==> src/rtl/rfpg_pkg.sv <==
// Shared constants, types and elaboration-time helpers for the radial
// falloff pixel generator. No dependencies.
`timescale 1ns / 1ps
`default_nettype none

package rfpg_pkg;

    // Geometry and fixed point
    localparam int MAX_DIM    = 4096;
    localparam int FB         = 16;                 // fraction bits
    localparam int COORD_W    = 12;
    localparam int DIM_W      = 13;
    localparam int DEN_W      = $clog2(MAX_DIM);    // dim - 1
    localparam int NUM_W      = COORD_W + 1;        // |2*p - d|
    localparam int MAG_W      = FB + 1;             // 0 .. 1.0 inclusive
    localparam int LOGM_W     = $clog2(FB);
    localparam int NL_W       = FB + LOGM_W + 1;
    localparam int EXP_Q      = 30;                 // exp2 accumulator fraction bits
    localparam int EXP_W      = EXP_Q + 1;

    // Register widths
    localparam int POW_W      = 16;
    localparam int PEAK_W     = 17;
    localparam int PSTR_W     = 5;
    localparam int RSTR_W     = 17;
    localparam int CHAN_W     = 4;
    localparam int CFG_IDX_W  = 3;
    localparam int CFG_DATA_W = 17;

    // Result widths
    localparam int ADDR_W     = 28;
    localparam int VAL_W      = 8;

    // Exponent: Q8.8 power, halved
    localparam int POW_SHIFT  = 9;
    localparam int E_W        = POW_W + NL_W - POW_SHIFT;

    // Output scaling: * 255996 >> (FB + 16), then / 1000 by reciprocal
    localparam int SCALE_W     = 18;
    localparam int SCALE_SHIFT = FB + 16;
    localparam int P1_W        = 2 * MAG_W;
    localparam int P2_W        = 18;
    localparam int RECIP_W     = 19;
    localparam int RECIP_SHIFT = 28;
    localparam logic [SCALE_W-1:0] VALUE_SCALE = SCALE_W'(255996);
    localparam logic [RECIP_W-1:0] RECIP_1000  = RECIP_W'(268436);
    localparam int VAL_MAX = 255;

    localparam logic [MAG_W-1:0] ONE = MAG_W'(1) << FB;

    // Register reset values
    localparam logic [DIM_W-1:0]  RST_WIDTH  = DIM_W'(256);
    localparam logic [DIM_W-1:0]  RST_HEIGHT = DIM_W'(256);
    localparam logic [POW_W-1:0]  RST_POWER  = POW_W'(256);
    localparam logic [PEAK_W-1:0] RST_PEAK   = PEAK_W'(65536);
    localparam logic [PSTR_W-1:0] RST_PSTR   = PSTR_W'(4);
    localparam logic [RSTR_W-1:0] RST_RSTR   = RSTR_W'(1024);
    localparam logic [CHAN_W-1:0] RST_CHAN   = CHAN_W'(0);

    // Unit latencies and stage positions in the valid line
    localparam int DIV_LAT    = FB;
    localparam int LOG_LAT    = FB + 1;
    localparam int EXP_LAT    = FB;
    localparam int ST_IN      = 0;
    localparam int ST_MAG     = ST_IN + DIV_LAT;
    localparam int ST_SQ      = ST_MAG + 1;
    localparam int ST_BASE    = ST_SQ + 1;
    localparam int ST_LOG     = ST_BASE + LOG_LAT;
    localparam int ST_EXPO    = ST_LOG + 1;
    localparam int ST_EXP     = ST_EXPO + EXP_LAT;
    localparam int ST_ALPHA   = ST_EXP + 1;
    localparam int ST_PROD    = ST_ALPHA + 1;
    localparam int ST_SCALE   = ST_PROD + 1;
    localparam int ST_VAL     = ST_SCALE + 1;
    localparam int PIPE_DEPTH = ST_VAL + 1;

    // Register indexes
    typedef enum logic [CFG_IDX_W-1:0] {
        CFG_WIDTH  = 3'd0,
        CFG_HEIGHT = 3'd1,
        CFG_POWER  = 3'd2,
        CFG_PEAK   = 3'd3,
        CFG_PSTR   = 3'd4,
        CFG_RSTR   = 3'd5,
        CFG_CHAN   = 3'd6
    } cfg_index_t;

    // Special-case flags riding along the log/exp units
    typedef struct packed {
        logic spec;      // result fixed, skip pow
        logic spec_one;  // fixed result is 1.0 (else 0)
    } rfpg_flag_t;

    // Bitwise integer square root, elaboration use only
    function automatic logic [63:0] isqrt64(input logic [63:0] value);
        logic [63:0] v;
        logic [63:0] r;
        logic [63:0] b;
        v = value;
        r = '0;
        b = 64'd1 << 62;
        for (int i = 0; i < 32; i++)
        begin
            if (v >= r + b)
            begin
                v = v - (r + b);
                r = (r >> 1) + b;
            end
            else
            begin
                r = r >> 1;
            end
            b = b >> 2;
        end
        return r;
    endfunction

    // k-th exp2 constant 2^(-2^-k) in Q30, built by repeated square roots
    function automatic logic [EXP_W-1:0] exp_const(input int k);
        logic [63:0] c;
        c = isqrt64(64'd1 << (2 * EXP_Q - 1));
        for (int j = 2; j <= FB; j++)
        begin
            if (j <= k)
                c = isqrt64(c << EXP_Q);
        end
        return EXP_W'(c);
    endfunction

endpackage

`default_nettype wire

==> src/rtl/rfpg_axis_div.sv <==
// Pipelined restoring divider for one axis: (num << FB) / den, one quotient
// bit per stage, saturated to 1.0. Depends on rfpg_pkg.
`timescale 1ns / 1ps
`default_nettype none

module rfpg_axis_div import rfpg_pkg::*; (
    input  wire logic             clk,
    input  wire logic             en,
    input  wire logic [DEN_W-1:0] num,
    input  wire logic [DEN_W-1:0] den,
    input  wire logic             sat,
    output logic      [MAG_W-1:0] mag
);

    logic [DEN_W-1:0] rem_reg [DIV_LAT];
    logic [DEN_W-1:0] den_reg [DIV_LAT];
    logic [FB-1:0]    q_reg   [DIV_LAT];
    logic             sat_reg [DIV_LAT];

    for (genvar k = 0; k < DIV_LAT; k++)
    begin : g_step
        logic [DEN_W-1:0] rem_in;
        logic [DEN_W-1:0] den_in;
        logic [FB-1:0]    q_in;
        logic             sat_in;
        logic [DEN_W:0]   trial;

        if (k == 0)
        begin : g_first
            assign rem_in = num;
            assign den_in = den;
            assign q_in   = '0;
            assign sat_in = sat;
        end
        else
        begin : g_next
            assign rem_in = rem_reg[k-1];
            assign den_in = den_reg[k-1];
            assign q_in   = q_reg[k-1];
            assign sat_in = sat_reg[k-1];
        end

        assign trial = {rem_in, 1'b0};

        // one restoring step
        always_ff @(posedge clk)
        begin
            if (en)
            begin
                den_reg[k] <= den_in;
                sat_reg[k] <= sat_in;
                if (trial >= {1'b0, den_in})
                begin
                    rem_reg[k] <= DEN_W'(trial - {1'b0, den_in});
                    q_reg[k]   <= {q_in[FB-2:0], 1'b1};
                end
                else
                begin
                    rem_reg[k] <= DEN_W'(trial);
                    q_reg[k]   <= {q_in[FB-2:0], 1'b0};
                end
            end
        end
    end

    assign mag = sat_reg[DIV_LAT-1] ? ONE : {1'b0, q_reg[DIV_LAT-1]};

endmodule

`default_nettype wire

==> config.mk <==
export PLATFORM = sky130hd
export DESIGN_NAME = rfpg_axis_div
export DESIGN_NICKNAME = d
export VERILOG_FILES = /design/src/rtl/rfpg_pkg.sv /design/src/rtl/rfpg_axis_div.sv
export SDC_FILE = /design/constraint.sdc
export NUM_CORES = 1
export LEC_CHECK = 0
export BUFFER_PORTS_ARGS = -buffer_cell sky130_fd_sc_hd__buf_2
export CORE_ASPECT_RATIO = 0.6
export CORE_MARGIN = 4
export CORE_UTILIZATION = 55
export DETAILED_ROUTE_END_ITERATION = 7
export PLACE_DENSITY_LB_ADDON = 0.08
export SLEW_MARGIN = 20
export SYNTH_ARGS = -nofsm -noshare
export SYNTH_HDL_FRONTEND = slang
export SYNTH_SLANG_ARGS = --single-unit
export TNS_END_PERCENT = 30
==> constraint.sdc <==
create_clock -name clk -period 3.1 [get_ports clk]
set_input_delay 0.155 -clock clk [delete_from_list [all_inputs] [get_ports clk]]
set_output_delay 0.155 -clock clk [all_outputs]
set_load 0.02 [all_outputs]
==> flow_summary.json, run 1 <==
{
  "synthAdderAreaFrac_pct": 10.2,
  "cts_buffer_depth": 3,
  "place_congestion": 0.897,
  "min_period_over_period_pct": 94.1,
  "antenna_left": 0,
  "p_clk_share_pct": 23.8,
  "synth_top_family_by_area": "compound AO/OA/AOI/OAI gates",
  "drt-wirelength-per-cell_um": 17.4,
  "synthTopCellsByArea": "edfxtp_1 58%, ha_1 9.0%, inv_1 3.3%",
  "pwr-share-comb_pct": 36.0,
  "drive_gt1_share_pct": 10.6,
  "vias": 16300,
  "p_int_w": 0.0175,
  "yosys.area_share.simple_pct": 9.28,
  "syn-cell-area_um2": 26400,
  "reg2reg_from": "den_reg[0][61]$_DFFE_PP_",
  "clk_latency_ps": 570,
  "root_buffer": "clkbuf_16",
  "required_ps": 3420,
  "async_reset_ff_share_pct": 0,
  "synth_edf_count": 510,
  "synth_nets": 2395,
  "switching_power_w": 0.00855,
  "finalSetupTns_ps": 0,
  "final_hold_viol_count": 0,
  "core_area_um2": 46900,
  "p_leak_nw": 11.5,
  "dp_hpwl_um": 36500,
  "grt_first_pass_wirelength_um": 83400,
  "maxSlewViolCount": 0,
  "clk_pin_slew_worst_paths_ps": 70,
  "fin_skew_ps": 21.0,
  "fp.dieW_um": 291,
  "post-route-drc-count": 0,
  "io_pins": 44,
  "io_buffers": 43,
  "critical_path_class": "flip-flop to flip-flop",
  "rrSetupSlack_ps": 180,
  "critical_path.top_delay_family": "compound AO/OA/AOI/OAI gates",
  "p_sw_share_pct": 32.8,
  "end_kind": "flip-flop",
  "dp_slack_ps": 231,
  "path_max_fanout": 9,
  "grt_max_degree": 129,
  "min_path_type": "primary input to flip-flop",
  "maxCapViolations": 0,
  "worstPathCellList": "inv_1 > ha_1 > nor2b_1 > or2_0 > o21ai_0 > nand4_1 > a41o_1 > a21oi_2 > buf_4 > mux2_2",
  "synth_compound_area_share_pct": 11.1,
  "path_buf_inv": 2,
  "syn_inst": 2162,
  "synth-xor-area-share_pct": 3.98,
  "synth_top_area_share_pct": 58.0,
  "status": "finished, final reports clean",
  "hold_depth": 2,
  "worst_pin_slew_ps": 958,
  "setup_slack_ps": 182,
  "drtIter0Drc": 1218,
  "die_y_um": 178,
  "worstPathArrival_ps": 3240,
  "grt.total_usage_pct": 19.8,
  "post_cts_resized": 0,
  "nNetsFinal": 2495,
  "vias_per_cell": 5.56,
  "numCtsBuffers": 48,
  "final_area_um2": 29300,
  "timing.fmax_ghz": 0.343,
  "cpMaxStageDelayCell": "edfxtp_1",
  "seq_power_share_pct": 40.2,
  "critPathMaxStageDelay_ps": 430,
  "relSlewSlack_pct": 36.1,
  "finalCriticalPeriod_ps": 2920,
  "synth_top_cell_by_area": "edfxtp_1",
  "die_area_um2": 51700,
  "start_util_pct": 56.4,
  "cts.sinks": 512,
  "final_cell_mix": "510 x edfxtp_1, 233 x inv_1, 191 x ha_1",
  "drt_wl_total_um": 51100,
  "synth_mux_area_share_pct": 3.06,
  "filler_cell_count": 3666,
  "htreeDepth": 2,
  "setup_violations": 0,
  "rsz0062_at_grt": "no",
  "ir_worst_vdd_mv": 0.457,
  "hp-start": "en",
  "synth_seq_cells": 512,
  "synth_ff_type": "edfxtp_1",
  "setup.worst_path.start_class": "flip-flop",
  "cts_tree": "yes",
  "power_w": 0.0260,
  "yosysWarningCount": 0,
  "dr.pass1.iters": 6,
  "min_to": "q_reg[0][50]$_DFFE_PP_",
  "rows": 61,
  "final_common_cell": "edfxtp_1",
  "power_density_nw_per_um2": 889,
  "antenna_cells": 0,
  "seq_area_frac_synth_pct": 58.1,
  "avgSynthCellArea_um2": 12.2,
  "post_dp_cell_area_um2": 27400,
  "grt_antenna_before_repair": 0,
  "grt_overflow": 0,
  "grt_pass1_vias": 15700,
  "reg2reg_depth": 10,
  "r2r_end": "rem_reg[0][82]$_DFFE_PP_",
  "ys_types": 71,
  "synthToLayoutAreaGrowth_pct": 10.9
}
[metal layers]
metal	track usage, %	share of wire, %	vias to the layer above
met5	0	0	-
met4	3.32	1.2	0
met3	3.30	5.7	57
met2	29.3	42	399
met1	31.4	51	7831
li1	-	-	8010
[cells in the mapped netlist, drive strengths merged (5+ instances only)]
library cell	instances
xnor2	71
and2	18
a31oi	29
a21o	27
nor2b	55
o21ai	193
o41ai	12
o21a	31
ha	191
a21boi	7
o31ai	9
a211oi	9
buf	20
o31a	11
o311a	6
o211ai	7
nor3	33
nor2	138
edfxtp	510
a21oi	98
nand4	25
nand3	14
or2	14
fa	15
xor2	49
clkbuf	25
or3	10
and3	5
inv	235
nand2	144
nand2b	41
mux2i	12
mux2	59
[area by class of cell]
type / count / area, um^2 / share of cell area [%]
sequential: 512 / 15400 / 52.4
multi-input combinational: 1370 / 9930 / 33.9
clock buffer: 57 / 1260 / 4.29
inverter: 235 / 882 / 3.01
tap: 630 / 788 / 2.69
timing repair buffer: 95 / 701 / 2.39
clock inverter: 33 / 389 / 1.33
[metrics by stage]
| stage | util, % | hold WS (ps) | cells |
|---|---|---|---|
| 2_1_floorplan | - | 254 | 2162 |
| 3_3_place_gp | 58.5 | 336 | 2818 |
| 3_5_place_dp | 58.5 | 337 | 2818 |
| 4_1_cts | 62.5 | 167 | 2932 |
| 5_1_grt | 62.5 | 176 | 2932 |
| 6_report | 62.5 | 183 | 2932 |
[power groups by stage]
stage	combinational (W)	sequential [W]	clock (W)
3_3_place_gp	0.00888	0.0106	0
3_5_place_dp	0.00921	0.0106	0
2_1_floorplan	0.00737	0.0102	0
6_report	0.00937	0.0105	0.00619
4_1_cts	0.00932	0.0105	0.00636
5_1_grt	0.0105	0.0106	0.00667
[worst max-delay path by stage]
stage,cells after the start,startpoint,to,slack (ps)
2_1_floorplan,10,den_reg[0][61]$_DFFE_PP_,rem_reg[0][78]$_DFFE_PP_,650
3_3_place_gp,10,den_reg[0][61]$_DFFE_PP_,rem_reg[0][81]$_DFFE_PP_,400
3_5_place_dp,10,den_reg[0][61]$_DFFE_PP_,rem_reg[0][74]$_DFFE_PP_,230
4_1_cts,10,den_reg[0][61]$_DFFE_PP_,rem_reg[0][82]$_DFFE_PP_,210
5_1_grt,10,den_reg[0][61]$_DFFE_PP_,rem_reg[0][82]$_DFFE_PP_,60
6_report,10,den_reg[0][61]$_DFFE_PP_,rem_reg[0][82]$_DFFE_PP_,180
[timing repair]
action,CTS,global route
hold buffers,24,0
hold endpoints to repair,25,0
setup buffers,0,0
[logic make-up (layout without fill, tap and decap cells)]
logic type,count (synthesis),count (layout)
DFF,512,512
adders and majority gates,206,206
muxes,71,71
xor gates and xnor gates,120,120
buffers and inverters,280,420
and+or+nand+nor,508,508
AOI/OAI and AO/OA,465,465
Power figures use the tool's default switching activity.
==> run 2, diff against run 1 <==
==> constraint.sdc (replaced) <==
create_clock -name clk -period 3.2 [get_ports clk]
set_input_delay 0.16 -clock clk [delete_from_list [all_inputs] [get_ports clk]]
set_output_delay 0.16 -clock clk [all_outputs]
set_load 0.02 [all_outputs]
==> run 2 against run 1 <==
  * First-iteration DRC count increased by 4.5%
  * Fmax is 3.1% higher
  * Die area stayed put
  * Cell area up 0.12%
  * Critical endpoint is now rem_reg[1][58]$_DFFE_PP_
  * Sequential share of layout area shrank 0.060 points
  * Hold slack improved by 80 ps
  * Sequential power fell by 4%
  * Sequential cell count is the same
  * Count of clock-buffer cells in the layout is 4 higher
  * Routed wire length is 2.4% lower
  * Largest cell class unchanged
==> flow_summary.json, run 2 (synthesized netlist as in run 1, its figures left out) <==
{
  "synthToLayoutAreaGrowth_pct": 11.1,
  "rrSetupSlack_ps": 370,
  "timing.fmax_ghz": 0.353,
  "cts_buffer_depth": 3,
  "clk_latency_ps": 570,
  "setup_violations": 0,
  "cts_tree": "yes",
  "critical_path_class": "flip-flop to flip-flop",
  "finalCriticalPeriod_ps": 2830,
  "place_congestion": 0.869,
  "end_kind": "flip-flop",
  "finalSetupTns_ps": 0,
  "grt_overflow": 0,
  "worstPathCellList": "inv_1 > ha_1 > nor2b_1 > o211ai_1 > a21boi_0 > o21ai_0 > nand2_1 > a21oi_2 > mux2_2",
  "critPathMaxStageDelay_ps": 470,
  "hold_depth": 6,
  "status": "finished, final reports clean",
  "drt_wl_total_um": 49900,
  "dr.pass1.iters": 5,
  "r2r_end": "rem_reg[1][58]$_DFFE_PP_",
  "ir_worst_vdd_mv": 0.398,
  "power_density_nw_per_um2": 862,
  "vias": 16100,
  "grt_antenna_before_repair": 0,
  "hp-start": "num[11]",
  "power_w": 0.0253,
  "worst_pin_slew_ps": 839,
  "min_period_over_period_pct": 88.5,
  "drtIter0Drc": 1273,
  "drive_gt1_share_pct": 10.3,
  "fp.dieW_um": 291,
  "vias_per_cell": 5.49,
  "maxSlewViolCount": 0,
  "setup.worst_path.start_class": "flip-flop",
  "min_path_type": "primary input to flip-flop",
  "maxCapViolations": 0,
  "clk_pin_slew_worst_paths_ps": 60,
  "cts.sinks": 512,
  "core_area_um2": 46900,
  "worstPathArrival_ps": 3130,
  "grt_first_pass_wirelength_um": 80700,
  "p_leak_nw": 11.5,
  "min_to": "q_reg[0][0]$_DFFE_PP_",
  "filler_cell_count": 3596,
  "rsz0062_at_grt": "no",
  "io_pins": 44,
  "path_max_fanout": 10,
  "numCtsBuffers": 48,
  "htreeDepth": 2,
  "dp_hpwl_um": 35900,
  "grt.total_usage_pct": 19.2,
  "rows": 61,
  "grt_pass1_vias": 15200,
  "reg2reg_from": "den_reg[1][37]$_DFFE_PP_",
  "reg2reg_depth": 9,
  "grt_max_degree": 161,
  "io_buffers": 43,
  "cpMaxStageDelayCell": "a21oi_2",
  "drt-wirelength-per-cell_um": 17.0,
  "final_hold_viol_count": 0,
  "start_util_pct": 56.4,
  "post-route-drc-count": 0,
  "nNetsFinal": 2492,
  "die_y_um": 178,
  "root_buffer": "clkbuf_16",
  "antenna_cells": 0,
  "antenna_left": 0,
  "final_common_cell": "edfxtp_1",
  "fin_skew_ps": 22.3,
  "required_ps": 3500,
  "relSlewSlack_pct": 43.3,
  "final_cell_mix": "510 x edfxtp_1, 233 x inv_1, 191 x ha_1",
  "die_area_um2": 51700
}
## run 2: per-stage QoR
step,setup WS (ps),util (%),std cells,cell area (um^2),hold WS (ps)
after floorplan,747,-,2162,26400,259
after global placement,481,58.5,2814,27400,343
after detailed placement,393,58.5,2814,27400,338
after global routing,160,62.6,2929,29300,273
final,369,62.6,2929,29300,262
after CTS,356,62.6,2929,29300,230
## run 2: how the worst max path moves through the flow
stage / slack [ps] / cells past startpoint / endpoint / start
finish: 370 / 9 / rem_reg[1][58]$_DFFE_PP_ / den_reg[1][37]$_DFFE_PP_
global route: 160 / 10 / rem_reg[1][74]$_DFFE_PP_ / den_reg[1][61]$_DFFE_PP_
CTS: 360 / 9 / rem_reg[1][58]$_DFFE_PP_ / den_reg[1][37]$_DFFE_PP_
detailed placement: 390 / 9 / rem_reg[1][21]$_DFFE_PP_ / den_reg[1][1]$_DFFE_PP_
global placement: 480 / 9 / rem_reg[0][88]$_DFFE_PP_ / den_reg[0][73]$_DFFE_PP_
floorplan: 750 / 10 / rem_reg[0][78]$_DFFE_PP_ / den_reg[0][61]$_DFFE_PP_
## run 2: repair_timing
action                                 4_1_cts  5_1_grt
endpoints found under the hold margin       26        0
buffers inserted                             0        0
resized for setup                            0        0
hold buffers                                25        0
## run 2: where the power goes
group / internal (W) / switching [W]
clock network: 0.00365 / 0.00243
registers: 0.00935 / 0.000789
logic: 0.00411 / 0.00493
## run 2: final cells by class
type                    instances  area (um^2)  area share [%]
clock buffers                  61         1280            4.37
clock inverters                29          402            1.37
inverters                     235          882            3.01
multi-input cells            1370         9930            33.8
flip-flops and latches        512        15400            52.3
well taps                     630          788            2.69
repair buffers                 92          697            2.38
## run 2: worst max-delay path, delay by kind of cell, from the launching register on
family                   cells  cell delay (ps)
AO/OA/AOI/OAI                4             1170
flip-flops                   1              430
buffers and inverters        1               80
adder cells (fa/ha/maj)      1              230
AND/OR/NAND/NOR              2              250
multiplexers                 1              400
## run 2: routing by layer
| metal | GRT usage, % | wire (um) | vias up |
|---|---|---|---|
| li1 | - | - | 8000 |
| met5 | 0 | 0 | - |
| met2 | 27.4 | 20400 | 333 |
| met1 | 31.2 | 26500 | 7683 |
| met4 | 3.34 | 617 | 0 |
| met3 | 2.99 | 2360 | 54 |
==> run 3, diff against run 2 <==
--- a/config.mk
+++ b/config.mk
@@ -6,9 +6,11 @@
 export NUM_CORES = 1
 export LEC_CHECK = 0
 export BUFFER_PORTS_ARGS = -buffer_cell sky130_fd_sc_hd__buf_2
+export CELL_PAD_IN_SITES_DETAIL_PLACEMENT = 0
+export CELL_PAD_IN_SITES_GLOBAL_PLACEMENT = 1
 export CORE_ASPECT_RATIO = 0.6
 export CORE_MARGIN = 4
-export CORE_UTILIZATION = 55
+export CORE_UTILIZATION = 52
 export DETAILED_ROUTE_END_ITERATION = 7
 export PLACE_DENSITY_LB_ADDON = 0.08
 export SLEW_MARGIN = 20
==> run 3 against run 2 <==
  * Setup slack got worse by 120 ps
  * Final cell count increased by 1.7%
  * Die area increased by 5.6%
  * Count of clock-buffer cells in the layout unchanged
  * Routed wire length increased by 2.4%
  * Non-clock buffer count unchanged
  * Fmax decreased by 3.9%
  * Sequential power about the same
  * Largest cell class unchanged
==> flow_summary.json, run 3 (synthesized netlist as in run 1, its figures left out) <==
{
  "status": "finished, final reports clean",
  "fin_skew_ps": 22.5,
  "post_cts_resized": 0,
  "grt_first_pass_wirelength_um": 83100,
  "htreeDepth": 2,
  "power_w": 0.0250,
  "setup.worst_path.start_class": "flip-flop",
  "crit_path_end": "rem_reg[0][82]$_DFFE_PP_",
  "drtIter0Drc": 1253,
  "clk_pin_slew_worst_paths_ps": 60,
  "io_pins": 44,
  "r2r_end": "rem_reg[0][82]$_DFFE_PP_",
  "die_area_um2": 54600,
  "dp.cells": 2866,
  "grt_max_degree": 170,
  "filler_cell_count": 4026,
  "rows": 63,
  "grt_pass1_vias": 15500,
  "required_ps": 3510,
  "power_density_nw_per_um2": 852,
  "worstPathArrival_ps": 3260,
  "dp_hpwl_um": 36900,
  "hold_depth": 5,
  "final_hold_viol_count": 0,
  "worst_pin_slew_ps": 943,
  "cts_buffer_depth": 3,
  "antenna_cells": 0,
  "synthToLayoutAreaGrowth_pct": 10.8,
  "post_dp_cell_area_um2": 27500,
  "critPathMaxStageDelay_ps": 490,
  "startpoint": "den_reg[0][61]$_DFFE_PP_",
  "die_y_um": 183,
  "core_area_um2": 49800,
  "antenna_left": 0,
  "post-route-drc-count": 0,
  "cts.sinks": 512,
  "p_leak_nw": 11.5,
  "maxCapViolations": 0,
  "final_common_cell": "edfxtp_1",
  "critical_path_class": "flip-flop to flip-flop",
  "reg2reg_from": "den_reg[0][61]$_DFFE_PP_",
  "grt.total_usage_pct": 18.8,
  "cts_tree": "yes",
  "nNetsFinal": 2492,
  "min_period_over_period_pct": 92.1,
  "ir_worst_vdd_mv": 0.409,
  "drive_gt1_share_pct": 10.1,
  "cpMaxStageDelayCell": "edfxtp_1",
  "rrSetupSlack_ps": 250,
  "seq_area_um2": 15400,
  "rsz0062_at_grt": "no",
  "reg2reg_depth": 10,
  "vias_per_cell": 5.37,
  "fin_cells": 2979,
  "final_cell_mix": "510 x edfxtp_1, 233 x inv_1, 191 x ha_1",
  "final_util_pct": 58.8,
  "path_max_fanout": 8,
  "numCtsBuffers": 48,
  "setup_violations": 0,
  "start_util_pct": 53.0,
  "worstPathCellList": "inv_1 > ha_1 > nor2b_1 > or2_0 > o21ai_0 > nand4_1 > a41o_1 > a21oi_2 > buf_4 > mux2_2",
  "postCtsSetupRepairBufs": 0,
  "end_kind": "flip-flop",
  "vias": 16000,
  "root_buffer": "clkbuf_16",
  "fp.dieW_um": 299,
  "maxSlewViolCount": 0,
  "dr.pass1.iters": 5,
  "grt_overflow": 0,
  "drt-wirelength-per-cell_um": 17.2,
  "finalCriticalPeriod_ps": 2950,
  "multiInputGateArea_um2": 9930,
  "drt_wl_total_um": 51100,
  "clk_latency_ps": 570,
  "relSlewSlack_pct": 37.1,
  "final_area_um2": 29300,
  "io_buffers": 43,
  "min_path_type": "primary input to flip-flop",
  "grt_antenna_before_repair": 0,
  "finalSetupTns_ps": 0,
  "timing.fmax_ghz": 0.339,
  "place_congestion": 0.839
}
## run 3: worst min path at each step
stage	startpoint	slack, ps	endpoint
5_1_grt	num[11]	120	q_reg[0][0]$_DFFE_PP_
3_5_place_dp	sat	340	sat_reg[0][0]$_DFFE_PP_
6_report	num[11]	100	q_reg[0][0]$_DFFE_PP_
4_1_cts	num[11]	60	q_reg[0][0]$_DFFE_PP_
2_1_floorplan	den[0]	260	den_reg[0][0]$_DFFE_PP_
3_3_place_gp	sat	340	sat_reg[0][0]$_DFFE_PP_
## run 3: metal layers
layer,part of all wire (%),vias up,global-route usage [%],wire (um)
met5,0,-,0,0
met1,54,7644,30.9,27600
met3,4.6,54,2.98,2340
met2,40,292,26.4,20500
met4,1.3,0,3.13,680
li1,-,8007,-,-
## run 3: power by group
group | switching (W) | total [W] | internal, W
logic | 0.00494 | 0.00904 | 0.00411
registers | 0.000812 | 0.0102 | 0.00936
clock network | 0.00244 | 0.00574 | 0.00330
## run 3: worst max-delay path, delay by kind of cell (launching register included)
kind | cells | cell delay, ps
multiplexers | 1 | 360
buffers and inverters | 2 | 300
AO/OA/AOI/OAI | 3 | 690
flip-flops | 1 | 490
AND/OR/NAND/NOR | 3 | 570
adder cells (fa/ha/maj) | 1 | 290
## run 3: timing repair
item | 4_1_cts | 5_1_grt
hold endpoints to repair | 27 | 0
endpoints found under the setup margin | 0 | 0
hold buffers | 25 | 0
## run 3: layout make-up
cell class	instances	area share (%)
flip-flops and latches	512	52.5
repair buffers	92	2.37
well taps	682	2.92
inverters	235	3.01
clock inverters	27	0.979
clock buffers	61	4.34
multi-input cells	1370	33.9
## run 3: through the flow
step	hold slack, ps	setup slack (ps)
finish	95.9	253
CTS	56.2	180
detailed placement	340	208
global route	123	25.3
global placement	336	238
floorplan	259	747
